==> src/rtl/uot_pkg.sv <==
// Shared types, codes and constants of the UDP-over-TCP frame parser.
package uot_pkg;

    // Parse phases.
    localparam logic [3:0] PH_HCMD    = 4'd0;
    localparam logic [3:0] PH_HTYPE   = 4'd1;
    localparam logic [3:0] PH_HDOMLEN = 4'd2;
    localparam logic [3:0] PH_HADDR   = 4'd3;
    localparam logic [3:0] PH_HPORTHI = 4'd4;
    localparam logic [3:0] PH_HPORTLO = 4'd5;
    localparam logic [3:0] PH_FTYPE   = 4'd6;
    localparam logic [3:0] PH_FDOMLEN = 4'd7;
    localparam logic [3:0] PH_FADDR   = 4'd8;
    localparam logic [3:0] PH_FPORTHI = 4'd9;
    localparam logic [3:0] PH_FPORTLO = 4'd10;
    localparam logic [3:0] PH_LENHI   = 4'd11;
    localparam logic [3:0] PH_LENLO   = 4'd12;
    localparam logic [3:0] PH_PAYLOAD = 4'd13;

    // Byte roles.
    localparam logic [3:0] ROLE_CMD     = 4'd0;
    localparam logic [3:0] ROLE_TYPE    = 4'd1;
    localparam logic [3:0] ROLE_DOMLEN  = 4'd2;
    localparam logic [3:0] ROLE_ADDR    = 4'd3;
    localparam logic [3:0] ROLE_PORTHI  = 4'd4;
    localparam logic [3:0] ROLE_PORTLO  = 4'd5;
    localparam logic [3:0] ROLE_LENHI   = 4'd6;
    localparam logic [3:0] ROLE_LENLO   = 4'd7;
    localparam logic [3:0] ROLE_PAYLOAD = 4'd8;
    localparam logic [3:0] ROLE_REJECT  = 4'd9;

    // Address kinds.
    localparam logic [1:0] KIND_NONE   = 2'd0;
    localparam logic [1:0] KIND_IPV4   = 2'd1;
    localparam logic [1:0] KIND_IPV6   = 2'd2;
    localparam logic [1:0] KIND_DOMAIN = 2'd3;

    // Configuration register indexes.
    localparam logic [2:0] REG_SOCKS_IPV4   = 3'd0;
    localparam logic [2:0] REG_SOCKS_IPV6   = 3'd1;
    localparam logic [2:0] REG_SOCKS_DOMAIN = 3'd2;
    localparam logic [2:0] REG_FRAME_IPV4   = 3'd3;
    localparam logic [2:0] REG_FRAME_IPV6   = 3'd4;
    localparam logic [2:0] REG_FRAME_DOMAIN = 3'd5;

    // Address byte counts for the fixed-size kinds.
    localparam logic [7:0] IPV4_BYTES = 8'd4;
    localparam logic [7:0] IPV6_BYTES = 8'd16;

    typedef struct packed {
        logic [7:0] socks_type_ipv4;
        logic [7:0] socks_type_ipv6;
        logic [7:0] socks_type_domain;
        logic [7:0] frame_type_ipv4;
        logic [7:0] frame_type_ipv6;
        logic [7:0] frame_type_domain;
    } cfg_t;

    typedef struct packed {
        logic [3:0]  phase;
        logic        connect_flag;
        logic [1:0]  kind;
        logic [7:0]  bytes_left;
        logic [15:0] port;
        logic [15:0] length;
        logic [15:0] payload_left;
        logic        sticky_error;
    } parse_state_t;

    typedef struct packed {
        logic [7:0]  byte_value;
        logic [3:0]  role;
        logic [1:0]  addr_kind;
        logic        connect_mode;
        logic [15:0] port_value;
        logic [15:0] payload_length;
        logic        frame_done;
        logic        frame_kind;
        logic        error_flag;
    } result_t;

endpackage

==> src/rtl/uot_ifs.sv <==
// Handshake interfaces for the byte stream, the tagged results and configuration.
interface uot_stream_if;
    logic       valid;
    logic       ready;
    logic [7:0] in_byte;

    modport source (output valid, output in_byte, input ready);
    modport sink   (input valid, input in_byte, output ready);
endinterface

interface uot_result_if;
    logic        valid;
    logic        ready;
    logic [7:0]  byte_value;
    logic [3:0]  role;
    logic [1:0]  addr_kind;
    logic        connect_mode;
    logic [15:0] port_value;
    logic [15:0] payload_length;
    logic        frame_done;
    logic        frame_kind;
    logic        error_flag;

    modport source (output valid, output byte_value, output role, output addr_kind,
                    output connect_mode, output port_value, output payload_length,
                    output frame_done, output frame_kind, output error_flag,
                    input ready);
    modport sink   (input valid, input byte_value, input role, input addr_kind,
                    input connect_mode, input port_value, input payload_length,
                    input frame_done, input frame_kind, input error_flag,
                    output ready);
endinterface

interface uot_cfg_if;
    logic       valid;
    logic       ready;
    logic [2:0] index;
    logic [7:0] data;

    modport source (output valid, output index, output data, input ready);
    modport sink   (input valid, input index, input data, output ready);
endinterface

==> src/rtl/uot_cfg_regs.sv <==
// Register file holding the six address-type codes.
module uot_cfg_regs (
    input  logic          clk,
    input  logic          rst_n,
    uot_cfg_if.sink       cfg,
    output uot_pkg::cfg_t cfg_out
);
    import uot_pkg::*;

    cfg_t cfg_reg;
    cfg_t cfg_next;

    // Writes are always taken; indexes beyond the list change nothing.
    assign cfg.ready = 1'b1;

    always_comb
    begin
        cfg_next = cfg_reg;
        if (cfg.valid)
        begin
            case (cfg.index)
                REG_SOCKS_IPV4:   cfg_next.socks_type_ipv4   = cfg.data;
                REG_SOCKS_IPV6:   cfg_next.socks_type_ipv6   = cfg.data;
                REG_SOCKS_DOMAIN: cfg_next.socks_type_domain = cfg.data;
                REG_FRAME_IPV4:   cfg_next.frame_type_ipv4   = cfg.data;
                REG_FRAME_IPV6:   cfg_next.frame_type_ipv6   = cfg.data;
                REG_FRAME_DOMAIN: cfg_next.frame_type_domain = cfg.data;
                default:          cfg_next = cfg_reg;
            endcase
        end
    end

    // Reset loads the standard SOCKS5 and UoT type codes.
    always_ff @(posedge clk or negedge rst_n)
    begin
        if (!rst_n)
        begin
            cfg_reg.socks_type_ipv4   <= 8'd1;
            cfg_reg.socks_type_ipv6   <= 8'd4;
            cfg_reg.socks_type_domain <= 8'd3;
            cfg_reg.frame_type_ipv4   <= 8'd0;
            cfg_reg.frame_type_ipv6   <= 8'd1;
            cfg_reg.frame_type_domain <= 8'd2;
        end
        else
        begin
            cfg_reg <= cfg_next;
        end
    end

    assign cfg_out = cfg_reg;

endmodule

==> src/rtl/uot_step.sv <==
// Per-byte parse step: next parser state and the tagged result for one byte.
module uot_step (
    input  logic                  [7:0] in_byte,
    input  uot_pkg::cfg_t               cfg,
    input  uot_pkg::parse_state_t       cur,
    output uot_pkg::parse_state_t       nxt,
    output uot_pkg::result_t            res
);
    import uot_pkg::*;

    // Ordered match of a type byte; first hit wins.
    function automatic logic [1:0] match_type(input logic [7:0] b, input logic [7:0] t4,
                                              input logic [7:0] t6, input logic [7:0] td);
        logic [1:0] k;
        if (b == t4)
            k = KIND_IPV4;
        else if (b == t6)
            k = KIND_IPV6;
        else if (b == td)
            k = KIND_DOMAIN;
        else
            k = KIND_NONE;
        return k;
    endfunction

    logic [3:0] phase_eff;
    logic [3:0] after_frame;
    logic [1:0] hkind;
    logic [1:0] fkind;
    logic [1:0] k;
    logic       is_hs;
    logic [7:0] bl_dec;
    logic [15:0] pl_dec;
    logic [15:0] len_lo;
    logic [3:0] role;
    logic       done;

    assign phase_eff   = (cur.phase > PH_PAYLOAD) ? PH_HCMD : cur.phase;
    assign after_frame = cur.connect_flag ? PH_LENHI : PH_FTYPE;
    assign hkind  = match_type(in_byte, cfg.socks_type_ipv4, cfg.socks_type_ipv6,
                               cfg.socks_type_domain);
    assign fkind  = match_type(in_byte, cfg.frame_type_ipv4, cfg.frame_type_ipv6,
                               cfg.frame_type_domain);
    assign bl_dec = cur.bytes_left - 8'd1;
    assign pl_dec = cur.payload_left - 16'd1;
    assign len_lo = cur.length | {8'd0, in_byte};

    // Phase transitions and field updates.
    always_comb
    begin
        nxt   = cur;
        role  = ROLE_REJECT;
        done  = 1'b0;
        k     = KIND_NONE;
        is_hs = 1'b0;
        nxt.phase = phase_eff;
        if (!cur.sticky_error)
        begin
            case (phase_eff)
                PH_HTYPE, PH_FTYPE:
                begin
                    role  = ROLE_TYPE;
                    is_hs = (phase_eff == PH_HTYPE);
                    k     = is_hs ? hkind : fkind;
                    nxt.kind = k;
                    if (k == KIND_NONE)
                        nxt.sticky_error = 1'b1;
                    else if (k == KIND_DOMAIN)
                        nxt.phase = is_hs ? PH_HDOMLEN : PH_FDOMLEN;
                    else
                    begin
                        nxt.bytes_left = (k == KIND_IPV4) ? IPV4_BYTES : IPV6_BYTES;
                        nxt.phase = is_hs ? PH_HADDR : PH_FADDR;
                    end
                end
                PH_HDOMLEN, PH_FDOMLEN:
                begin
                    role = ROLE_DOMLEN;
                    if (in_byte == 8'd0)
                        nxt.sticky_error = 1'b1;
                    else
                    begin
                        nxt.bytes_left = in_byte;
                        nxt.phase = (phase_eff == PH_HDOMLEN) ? PH_HADDR : PH_FADDR;
                    end
                end
                PH_HADDR, PH_FADDR:
                begin
                    role = ROLE_ADDR;
                    nxt.bytes_left = bl_dec;
                    if (bl_dec == 8'd0)
                        nxt.phase = (phase_eff == PH_HADDR) ? PH_HPORTHI : PH_FPORTHI;
                end
                PH_HPORTHI, PH_FPORTHI:
                begin
                    role = ROLE_PORTHI;
                    nxt.port = {in_byte, 8'd0};
                    nxt.phase = (phase_eff == PH_HPORTHI) ? PH_HPORTLO : PH_FPORTLO;
                end
                PH_HPORTLO:
                begin
                    role = ROLE_PORTLO;
                    nxt.port = cur.port | {8'd0, in_byte};
                    done = 1'b1;
                    nxt.phase = after_frame;
                end
                PH_FPORTLO:
                begin
                    role = ROLE_PORTLO;
                    nxt.port = cur.port | {8'd0, in_byte};
                    nxt.phase = PH_LENHI;
                end
                PH_LENHI:
                begin
                    role = ROLE_LENHI;
                    nxt.length = {in_byte, 8'd0};
                    nxt.phase = PH_LENLO;
                end
                PH_LENLO:
                begin
                    role = ROLE_LENLO;
                    nxt.length = len_lo;
                    if (len_lo == 16'd0)
                    begin
                        done = 1'b1;
                        nxt.phase = after_frame;
                    end
                    else
                    begin
                        nxt.payload_left = len_lo;
                        nxt.phase = PH_PAYLOAD;
                    end
                end
                PH_PAYLOAD:
                begin
                    role = ROLE_PAYLOAD;
                    nxt.payload_left = pl_dec;
                    if (pl_dec == 16'd0)
                    begin
                        done = 1'b1;
                        nxt.phase = after_frame;
                    end
                end
                default:
                begin
                    role = ROLE_CMD;
                    nxt.connect_flag = (in_byte != 8'd0);
                    nxt.phase = PH_HTYPE;
                end
            endcase
        end
    end

    // Result fields show the state after this byte; role and frame_kind describe the byte itself.
    always_comb
    begin
        res.byte_value     = in_byte;
        res.role           = role;
        res.addr_kind      = nxt.kind;
        res.connect_mode   = nxt.connect_flag;
        res.port_value     = nxt.port;
        res.payload_length = nxt.length;
        res.frame_done     = done;
        res.frame_kind     = (phase_eff >= PH_FTYPE);
        res.error_flag     = nxt.sticky_error;
    end

endmodule

==> src/rtl/udp_over_tcp_frame_parser_core.sv <==
// An accepted byte's tagged result appears in the output register in the cycle after it is accepted.
// Throughput: one byte per clock while the result side keeps up; the parser state register updates once per byte.
// The output register frees on the same edge its result is taken, so no bubbles.
// Reset (rst_n low, asynchronous) returns the parser to the handshake command byte,
// clears all state and the error, and loads the default type codes.
module udp_over_tcp_frame_parser_core (
    input  logic          clk,
    input  logic          rst_n,
    uot_stream_if.sink    stream,
    uot_result_if.source  result,
    uot_cfg_if.sink       cfg
);
    import uot_pkg::*;

    cfg_t         cfg_cur;
    parse_state_t state_reg;
    parse_state_t state_next;
    result_t      step_res;
    result_t      out_reg;
    logic         out_valid_reg;
    logic         accept;

    uot_cfg_regs u_cfg (
        .clk     (clk),
        .rst_n   (rst_n),
        .cfg     (cfg),
        .cfg_out (cfg_cur)
    );

    uot_step u_step (
        .in_byte (stream.in_byte),
        .cfg     (cfg_cur),
        .cur     (state_reg),
        .nxt     (state_next),
        .res     (step_res)
    );

    // A new byte is taken whenever the output register is empty or being drained.
    assign stream.ready = !out_valid_reg || result.ready;
    assign accept       = stream.valid && stream.ready;

    // Parser state advances once per accepted transaction.
    always_ff @(posedge clk or negedge rst_n)
    begin
        if (!rst_n)
            state_reg <= '0;
        else if (accept)
            state_reg <= state_next;
    end

    // Output valid flag.
    always_ff @(posedge clk or negedge rst_n)
    begin
        if (!rst_n)
            out_valid_reg <= 1'b0;
        else if (accept)
            out_valid_reg <= 1'b1;
        else if (result.ready)
            out_valid_reg <= 1'b0;
    end

    // Output payload register.
    always_ff @(posedge clk)
    begin
        if (accept)
            out_reg <= step_res;
    end

    assign result.valid          = out_valid_reg;
    assign result.byte_value     = out_reg.byte_value;
    assign result.role           = out_reg.role;
    assign result.addr_kind      = out_reg.addr_kind;
    assign result.connect_mode   = out_reg.connect_mode;
    assign result.port_value     = out_reg.port_value;
    assign result.payload_length = out_reg.payload_length;
    assign result.frame_done     = out_reg.frame_done;
    assign result.frame_kind     = out_reg.frame_kind;
    assign result.error_flag     = out_reg.error_flag;

    // Once set, the error never clears outside reset.
    a_error_sticky: assert property (@(posedge clk) disable iff (!rst_n)
        state_reg.sticky_error |=> state_reg.sticky_error)
        else $error("sticky error cleared");

    // A byte taken after an error is always rejected.
    a_reject_after_error: assert property (@(posedge clk) disable iff (!rst_n)
        (accept && state_reg.sticky_error) |=> (out_reg.role == ROLE_REJECT))
        else $error("byte after error not rejected");

    // A frame never ends on an erroneous byte.
    a_done_no_error: assert property (@(posedge clk) disable iff (!rst_n)
        (out_valid_reg && out_reg.frame_done) |-> !out_reg.error_flag)
        else $error("frame end flagged together with error");

    // The parser only reaches defined phases.
    a_phase_range: assert property (@(posedge clk) disable iff (!rst_n)
        state_reg.phase <= PH_PAYLOAD)
        else $error("parser phase out of range");

endmodule

==> src/flat_wrapper.sv <==
// flat-port wrapper written by rule: the top's interface ports become plain ports
module udp_over_tcp_frame_parser_core_flat import uot_pkg::*;
  (clk, rst_n, stream_valid, stream_in_byte, stream_ready, result_valid, result_byte_value, result_role, result_addr_kind, result_connect_mode, result_port_value, result_payload_length, result_frame_done, result_frame_kind, result_error_flag, result_ready, cfg_valid, cfg_index, cfg_data, cfg_ready);
  uot_stream_if stream_i ();
  uot_result_if result_i ();
  uot_cfg_if cfg_i ();
  input  logic clk;
  input  logic rst_n;
  input wire logic [$bits(stream_i.valid)-1:0] stream_valid;
  input wire logic [$bits(stream_i.in_byte)-1:0] stream_in_byte;
  output wire logic [$bits(stream_i.ready)-1:0] stream_ready;
  output wire logic [$bits(result_i.valid)-1:0] result_valid;
  output wire logic [$bits(result_i.byte_value)-1:0] result_byte_value;
  output wire logic [$bits(result_i.role)-1:0] result_role;
  output wire logic [$bits(result_i.addr_kind)-1:0] result_addr_kind;
  output wire logic [$bits(result_i.connect_mode)-1:0] result_connect_mode;
  output wire logic [$bits(result_i.port_value)-1:0] result_port_value;
  output wire logic [$bits(result_i.payload_length)-1:0] result_payload_length;
  output wire logic [$bits(result_i.frame_done)-1:0] result_frame_done;
  output wire logic [$bits(result_i.frame_kind)-1:0] result_frame_kind;
  output wire logic [$bits(result_i.error_flag)-1:0] result_error_flag;
  input wire logic [$bits(result_i.ready)-1:0] result_ready;
  input wire logic [$bits(cfg_i.valid)-1:0] cfg_valid;
  input wire logic [$bits(cfg_i.index)-1:0] cfg_index;
  input wire logic [$bits(cfg_i.data)-1:0] cfg_data;
  output wire logic [$bits(cfg_i.ready)-1:0] cfg_ready;
  assign stream_i.valid = stream_valid;
  assign stream_i.in_byte = stream_in_byte;
  assign stream_ready = stream_i.ready;
  assign result_valid = result_i.valid;
  assign result_byte_value = result_i.byte_value;
  assign result_role = result_i.role;
  assign result_addr_kind = result_i.addr_kind;
  assign result_connect_mode = result_i.connect_mode;
  assign result_port_value = result_i.port_value;
  assign result_payload_length = result_i.payload_length;
  assign result_frame_done = result_i.frame_done;
  assign result_frame_kind = result_i.frame_kind;
  assign result_error_flag = result_i.error_flag;
  assign result_i.ready = result_ready;
  assign cfg_i.valid = cfg_valid;
  assign cfg_i.index = cfg_index;
  assign cfg_i.data = cfg_data;
  assign cfg_ready = cfg_i.ready;
  udp_over_tcp_frame_parser_core u_core (.clk(clk), .rst_n(rst_n), .stream(stream_i), .result(result_i), .cfg(cfg_i));
endmodule
==> config.mk <==
export PLATFORM = sky130hd
export DESIGN_NAME = udp_over_tcp_frame_parser_core_flat
export DESIGN_NICKNAME = d
export VERILOG_FILES = /design/src/rtl/uot_pkg.sv /design/src/rtl/uot_ifs.sv /design/src/rtl/uot_cfg_regs.sv /design/src/rtl/uot_step.sv /design/src/rtl/udp_over_tcp_frame_parser_core.sv /design/src/flat_wrapper.sv
export SDC_FILE = /design/constraint.sdc
export NUM_CORES = 1
export LEC_CHECK = 0
export ABC_AREA = 1
export BUFFER_PORTS_ARGS = -buffer_cell sky130_fd_sc_hd__buf_2
export CAP_MARGIN = 10
export CORE_MARGIN = 2
export CORE_UTILIZATION = 30
export CTS_CLUSTER_SIZE = 14
export DETAILED_ROUTE_END_ITERATION = 8
export SLEW_MARGIN = 25
export SYNTH_ARGS = -nofsm -noshare
export SYNTH_HDL_FRONTEND = slang
export SYNTH_HIERARCHICAL = 1
export SYNTH_SLANG_ARGS = --single-unit
==> constraint.sdc <==
create_clock -name clk -period 3.42 [get_ports clk]
set_input_delay 0.342 -clock clk [delete_from_list [all_inputs] [get_ports clk]]
set_output_delay 0.342 -clock clk [all_outputs]
set_load 0.02 [all_outputs]
==> results.md, run 1 <==
- Max Freq: 392 MHz
- Placed cells: 1760
- CP cell instances: nand2_2 > nand2_2 > inv_2 > nand2_2 > inv_2 > nand2_4 > inv_2 > o21ai_0 > o211ai_1 > a21oi_1 > nand3_1 > nand2_1 > nand2_1 > nand3_1 > nand2_1
- Cells after Synth: 1324
- RSZ-0062 raised after global routing: no
- Hpwl dp: 20.2 mm
- Hold Slack: 0.179 ns
- EDFF count, synth: 50
- Die H: 186 microns
- Status: complete, no violations
- Via count: 8671
- I/O pin count: 77
- Yosys reg bits: 163
- Critical path depth in cells: 15
- Top cell type's share of synthesized area: 27.0%
- Main combinational cell family by area after synthesis: simple AND/OR/NAND/NOR gates
- Leading area contributor after synthesis: dfrtp_1
- Final Max Tran Viols: 0
- Layout area overhead: 10.1%
- Vias/cell: 4.84
- Die area: 34500 sq um
- Die W: 186 microns
- Synth area leaders: dfrtp_1 (27%), nand2_1 (18%), edfxtp_1 (15%)
- Ys async rst share: 69.3%
- Final Power: 9.08 mW
- Largest register FFs: 64
- WL/cell: 15.9 microns
- Final ANT Viol Nets: 0
- Synthesized area: 9920 sq um
- Initial Util: 30.5%
- Synth Area in Compound Gates: 7.04%
- Buffer count from post-CTS setup fixing: 0
- Rel. slew slack: 38.4%
- Initial DRC count: 816
- DRC viols: 0
- Primary FF master, synth: dfrtp_1
- Largest net degree at the start of global routing: 67
- Final Hold Fails: 0
- Critical path capture point type: flop
- Slowest cell on crit path: dfrtp_1
- Reg clk slew, reported paths: 0.07 ns
- Top cells by count, synth: nand2_1 (479), nand3_1 (132), nor2_1 (119)
- Std cell rows: 66
- WL final: 28.5 mm
- Post-CTS sizing: 0
- Critical Path Max Stage Delay: 0.63 ns
- CP top delay family: simple AND/OR/NAND/NOR gates
- Syn Nets: 1355
- H-tree depth: 4
- Synth Area in XOR/XNOR: 3.00%
- CTS tree: built
- Vias in the first global route: 7981
- Post-synthesis mux area share: 0%
- Finished Layout Cells: 1793
- Min-Delay Path Depth: 3
- Syn avg cell area: 7.49 sq um
- Diode count: 0
- Worst-Skew Late Latency: 0.44 ns
- Pwr dens: 832 nW/um^2
- Count leader, synth: nand2_1
- GRT Util Overall: 17.0%
- Leak pwr: 5.36 nW
- Fin nets: 1369
- Peak supply drop: 0.453 mV
- Root buffer cell: clkbuf_16
- Worst Tran Pin Value: 0.923 ns
- Global placer's final weighted congestion: 0.905
- Max Cap Viol: 0
- Clock Tree Buf Depth: 2
- Clk sinks: 163
- Kind of critical path: flop to flop
- Synth Area in Simple Gates: 34.5%
- CTS buffer count: 17
- DRT Pass-1 Iters: 6
- First-pass GRT wire length: 45.2 mm
- Crit path DAT: 2.89 ns
- Synth unique cells: 41
- Fin util: 33.6%
- Crit path required time: 3.76 ns
- I/O Buffers: 75
- Worst R2R Path Depth: 15
- Setup TNS: 0 ns
- Startpoint types: flop
- Skew final: 0.0168 ns
- Seq/Total Area, Yosys: 43.7%
- Tcrit/Tclk final: 74.5%
- Ys Warns: 6
- Layout cells sized above 1: 14.1%
- Worst Path Buf+Inv: 3
- CORE AREA: 32500 sq um
- Post-Synth Adder-Cell Area: 0.883%
- Hold Crit Class: primary input to flop
- Final setup vio count: 0
- Total grt overflow: 0
- CP Max Fanout: 13
- Initial antenna violation count: 0
- Min Tclk post-route: 2.55 ns
-- metal layers --
layer / vias up / track usage (%) / share of wire, %
li1: 4245 / - / -
met1: 4084 / 24.2 / 47
met4: 0 / 5.73 / 1.9
met2: 308 / 26.0 / 45
met5: - / 0 / 0
met3: 34 / 2.76 / 6.4
-- final timing paths --
check	startpoint	to	slack, ns
setup / recovery	u_core/state_reg[63]$_DFFE_PN0P_	u_core/state_reg[62]$_DFFE_PN0P_	0.87
hold / removal	cfg_data[1]	u_core/u_cfg/cfg_out[1]$_DFFE_PN1P_	0.18
setup reg to reg	u_core/state_reg[63]$_DFFE_PN0P_	u_core/state_reg[62]$_DFFE_PN0P_	0.87
hold reg to reg	u_core/state_reg[41]$_DFFE_PN0P_	u_core/state_reg[41]$_DFFE_PN0P_	0.47
max in group asynchronous	rst_n	u_core/u_cfg/cfg_out[34]$_DFFE_PN1P_	2.16
min in group asynchronous	rst_n	u_core/result.valid$_DFFE_PN0P_	0.41
-- final cells by class --
type                            count  area (sq um)
Inverter                          114           435
Clock buffer                       22           475
Sequential cell                   163          4340
Clock inverter                     10           144
Fill cell                        3498         21600
Multi-Input combinational cell    957          4510
Tap cell                          442           553
Timing Repair Buffer               85           468
-- timing repair --
action | 4_1_cts | 5_1_grt
hold buffers | 1 | 0
hold endpoints to repair | 35 | 0
endpoints found under the setup margin | 0 | 0
-- where the power goes --
part / total (mW) / switching [mW] / internal (mW) / leakage (nW)
combinational: 3.89 / 2.65 / 1.24 / 3.11
sequential: 3.16 / 0.501 / 2.65 / 1.95
clock: 2.03 / 0.812 / 1.22 / 0.304
total: 9.08 / 3.97 / 5.11 / 5.36
-- metrics by stage --
stage                     cell area, sq um  worst slack, ns
final                                10900            0.871
after CTS                            10900            0.858
after detailed placement             10300            0.838
after global routing                 10900            0.572
after global placement               10300            0.868
after floorplan                       9920             1.14
-- worst reg2reg max path, delay by kind of cell, from the launching register on --
kind | cells | cell delay (ns)
AND/OR/NAND/NOR | 9 | 0.98
flip-flops | 1 | 0.63
AO/OA/AOI/OAI | 3 | 0.52
buffers and inverters | 3 | 0.32
-- cell usage in the layout (no fill, tap or decap), types with 19 or more instances in the layout --
master,n
buf_2,74
dfrtp_1,107
nor2_1,119
o21ai_0,42
inv_2,22
a21oi_1,19
xnor2_1,28
nand2_1,479
inv_1,88
o22ai_1,28
nand3_1,132
edfxtp_1,50
-- cells by family after synthesis --
kind of cell,count (synthesis)
AND/OR/NAND/NOR,795
buffers and inverters,204
adder cells (fa/ha/maj),7
flip-flops,163
AO/OA/AOI/OAI,120
XOR/XNOR,34
other,1
No activity file was read; power rests on OpenSTA's default activity.
==> run 2: changes to the inputs <==
- clock period: 3.42 -> 2.1 ns (I/O delays scaled with it)
==> run 2 against run 1 <==
- the run now ends with negative setup slack left
- setup slack worse by 0.93 ns
- final cell count up 7.6%
- sequential power up 58%
- sequential share of layout area down 4.2 points
- non-clock buffer count up 136
- hold slack worse by 0.13 ns
- combinational power up 120%
- sequential cell count unchanged
- routed wire length up 6.9%
- critical path depth up 2
- first-iteration DRC count down 3.3%
- largest cell class unchanged
==> results.md, run 2 (same netlist as run 1, synthesis figures left out) <==
- Status: finished with violations
- Failing checks: negative setup slack
- CP dominant cell by count: nand2_1
- Global placer's final weighted congestion: 0.934 (+3.2%)
- Crit path required time: 2.42 ns (-1.34 ns)
- I/O pin count: 77 (unchanged)
- Startpoint types: flop
- CP startpoint: u_core/state_reg[2]$_DFFE_PN0P_
- Die W: 186 microns (unchanged)
- Reg clk slew, reported paths: 0.07 ns (about the same)
- Most frequent cells in the layout: nand2_1 (467), buf_4 (132), nand3_1 (131)
- Std cell rows: 66 (unchanged)
- Vias in the first global route: 8711 (+9.1%)
- Via count: 9199 (+6.1%)
- Final Hold Fails: 0 (unchanged)
- Kind of critical path: flop to flop
- Crit path DAT: 2.49 ns (-0.40 ns)
- Diode count: 0 (unchanged)
- RSZ-0062 raised after global routing: yes
- Max Freq: 462 MHz (+18%)
- Min setup slack post-route: -0.0631 ns (-0.934 ns)
- Fin nets: 1505 (+9.9%)
- First-pass GRT wire length: 48.0 mm (+6.2%)
- CTS buffer count: 17 (unchanged)
- H-tree depth: 4 (unchanged)
- CP Max Fanout: 8 (-5)
- Layout cells sized above 1: 25.6% (+11 points)
- Hold Crit Class: primary input to flop
- Setup TNS: -0.218 ns (-0.218 ns)
- Die area: 34500 sq um (unchanged)
- Max Cap Viol: 0 (unchanged)
- Die H: 186 microns (unchanged)
- Reg area: 4340 sq um (+0.14%)
- Largest net degree at the start of global routing: 67 (unchanged)
- Hold Startpoint: cfg_data[1]
- CTS tree: built
- Min Tclk post-route: 2.16 ns (-0.386 ns)
- Clk sinks: 163 (unchanged)
- Final Power: 16.6 mW (+83%)
- Rel. slew slack: 46.6% (+8.2 points)
- CORE AREA: 32500 sq um (unchanged)
- DRT Pass-1 Iters: 5 (-1)
- WL/cell: 15.8 microns (-0.60%)
- Final ANT Viol Nets: 0 (unchanged)
- Largest register FFs: 64 (unchanged)
- Total grt overflow: 0 (unchanged)
- WL final: 30.5 mm (+6.9%)
- DRC viols: 0 (unchanged)
- Final Max Tran Viols: 0 (unchanged)
- CP cell instances: buf_6 > nor2_4 > nand2_4 > nor2_4 > nand2_1 > nand2_1 > nand3_1 > nor2_1 > nand3_1 > nand2_1 > nand2_1 > nand2_1 > nand3_1 > nand2_1 > nand2_1 > nand3_1 > nand2_1
- Fillers: 3382 (-3.3%)
- GRT Util Overall: 18.0% (+1.0 points)
- Final setup vio count: 4 (+4)
- Initial DRC count: 789 (-3.3%)
- Worst-Skew Late Latency: 0.44 ns (about the same)
- Tcrit/Tclk final: 103% (+28 points)
- Peak supply drop: 0.590 mV (+30%)
- R2r startpoint: u_core/state_reg[2]$_DFFE_PN0P_
- Slowest cell on crit path: dfrtp_1
- Most common cell after layout, fill and taps aside: nand2_1
- Pwr dens: 1360 nW/um^2 (+63%)
- Leak pwr: 6.08 nW (+13%)
- Multi-input logic area: 4750 sq um (+5.4%)
- Critical path capture point type: flop
- Initial antenna violation count: 1 (+1)
- Root buffer cell: clkbuf_16
- Worst Tran Pin Value: 0.800 ns (-0.122 ns)
- Critical Path Max Stage Delay: 0.39 ns (-0.24 ns)
- Layout area overhead: 23.3%
- I/O Buffers: 75 (unchanged)
- Clock Tree Buf Depth: 2 (unchanged)
- Vias/cell: 4.77 (-1.4%)
- Skew final: 0.0108 ns (-0.00599 ns)
- Initial Util: 30.5% (unchanged)
- Hpwl dp: 22.2 mm (+9.7%)
-- run 2: cell types whose count changed in the layout (fill, tap and decap cells not counted), sizes merged --
cell,before,now
buf,84,220
inv,115,123
clkbuf,22,17
bufinv,3,0
clkinv,6,5
clkinvlp,0,1
-- run 2: path summary, 6_finish.rpt --
kind / to / slack [ns] / cells past startpoint
max: u_core/state_reg[62]$_DFFE_PN0P_ / -0.06 / 17
min: u_core/u_cfg/cfg_out[1]$_DFFE_PN1P_ / 0.05 / 3
max reg2reg: u_core/state_reg[62]$_DFFE_PN0P_ / -0.06 / 17
min reg2reg: u_core/state_reg[46]$_DFFE_PN0P_ / 0.47 / 2
max in group asynchronous: u_core/u_cfg/cfg_out[25]$_DFFE_PN1P_ / 1.18 / 3
min in group asynchronous: u_core/result.valid$_DFFE_PN0P_ / 0.26 / 2
-- run 2: cell type report --
cell class              count  share of cell area [%]
flip-flops and latches    163                    35.5
clock buffers              17                    3.48
multi-input cells         957                    38.8
repair buffers            221                    13.0
clock inverters            15                    1.13
well taps                 442                    4.52
inverters                 114                    3.57
-- run 2: repair_timing --
action,4_1_cts,5_1_grt
setup buffers,4,6
endpoints found under the hold margin,24,0
setup endpoints to repair,7,58
hold buffers,1,0
gates resized for setup,36,40
cloned,0,1
pin swaps,13,30
-- run 2: per-stage QoR --
stage / setup slack (ns) / utilization [%] / instance area [sq um] / hold slack [ns] / std cells
final: -0.0631 / 37.6 / 12200 / 0.0494 / 1929
after global routing: -0.279 / 37.6 / 12200 / 0.0486 / 1929
after CTS: -0.0403 / 37.0 / 12000 / 0.0310 / 1922
after detailed placement: -0.200 / 34.7 / 11300 / 0.190 / 1885
after global placement: -0.156 / 34.7 / 11300 / 0.191 / 1885
after floorplan: 0.0742 / - / 9920 / -0.0856 / 1324
-- run 2: per-layer routing --
layer	routed length [microns]	vias up	global-route usage (%)
met4	850	2	6.68
met1	13900	4364	24.2
met2	14300	251	29.1
met3	1430	51	3.05
li1	-	4531	-
met5	13	-	0
-- run 2: where the power goes --
group	switching, mW	internal, mW	total [mW]
logic	5.12	3.45	8.57
registers	0.664	4.33	4.99
clock network	1.48	1.57	3.05
total	7.27	9.35	16.6
-- run 2: worst max-delay path, delay by kind of cell (launching register included) --
family        cells  cell delay [ns]
buf+inv           1             0.13
flops             1             0.39
simple gates     16             1.50
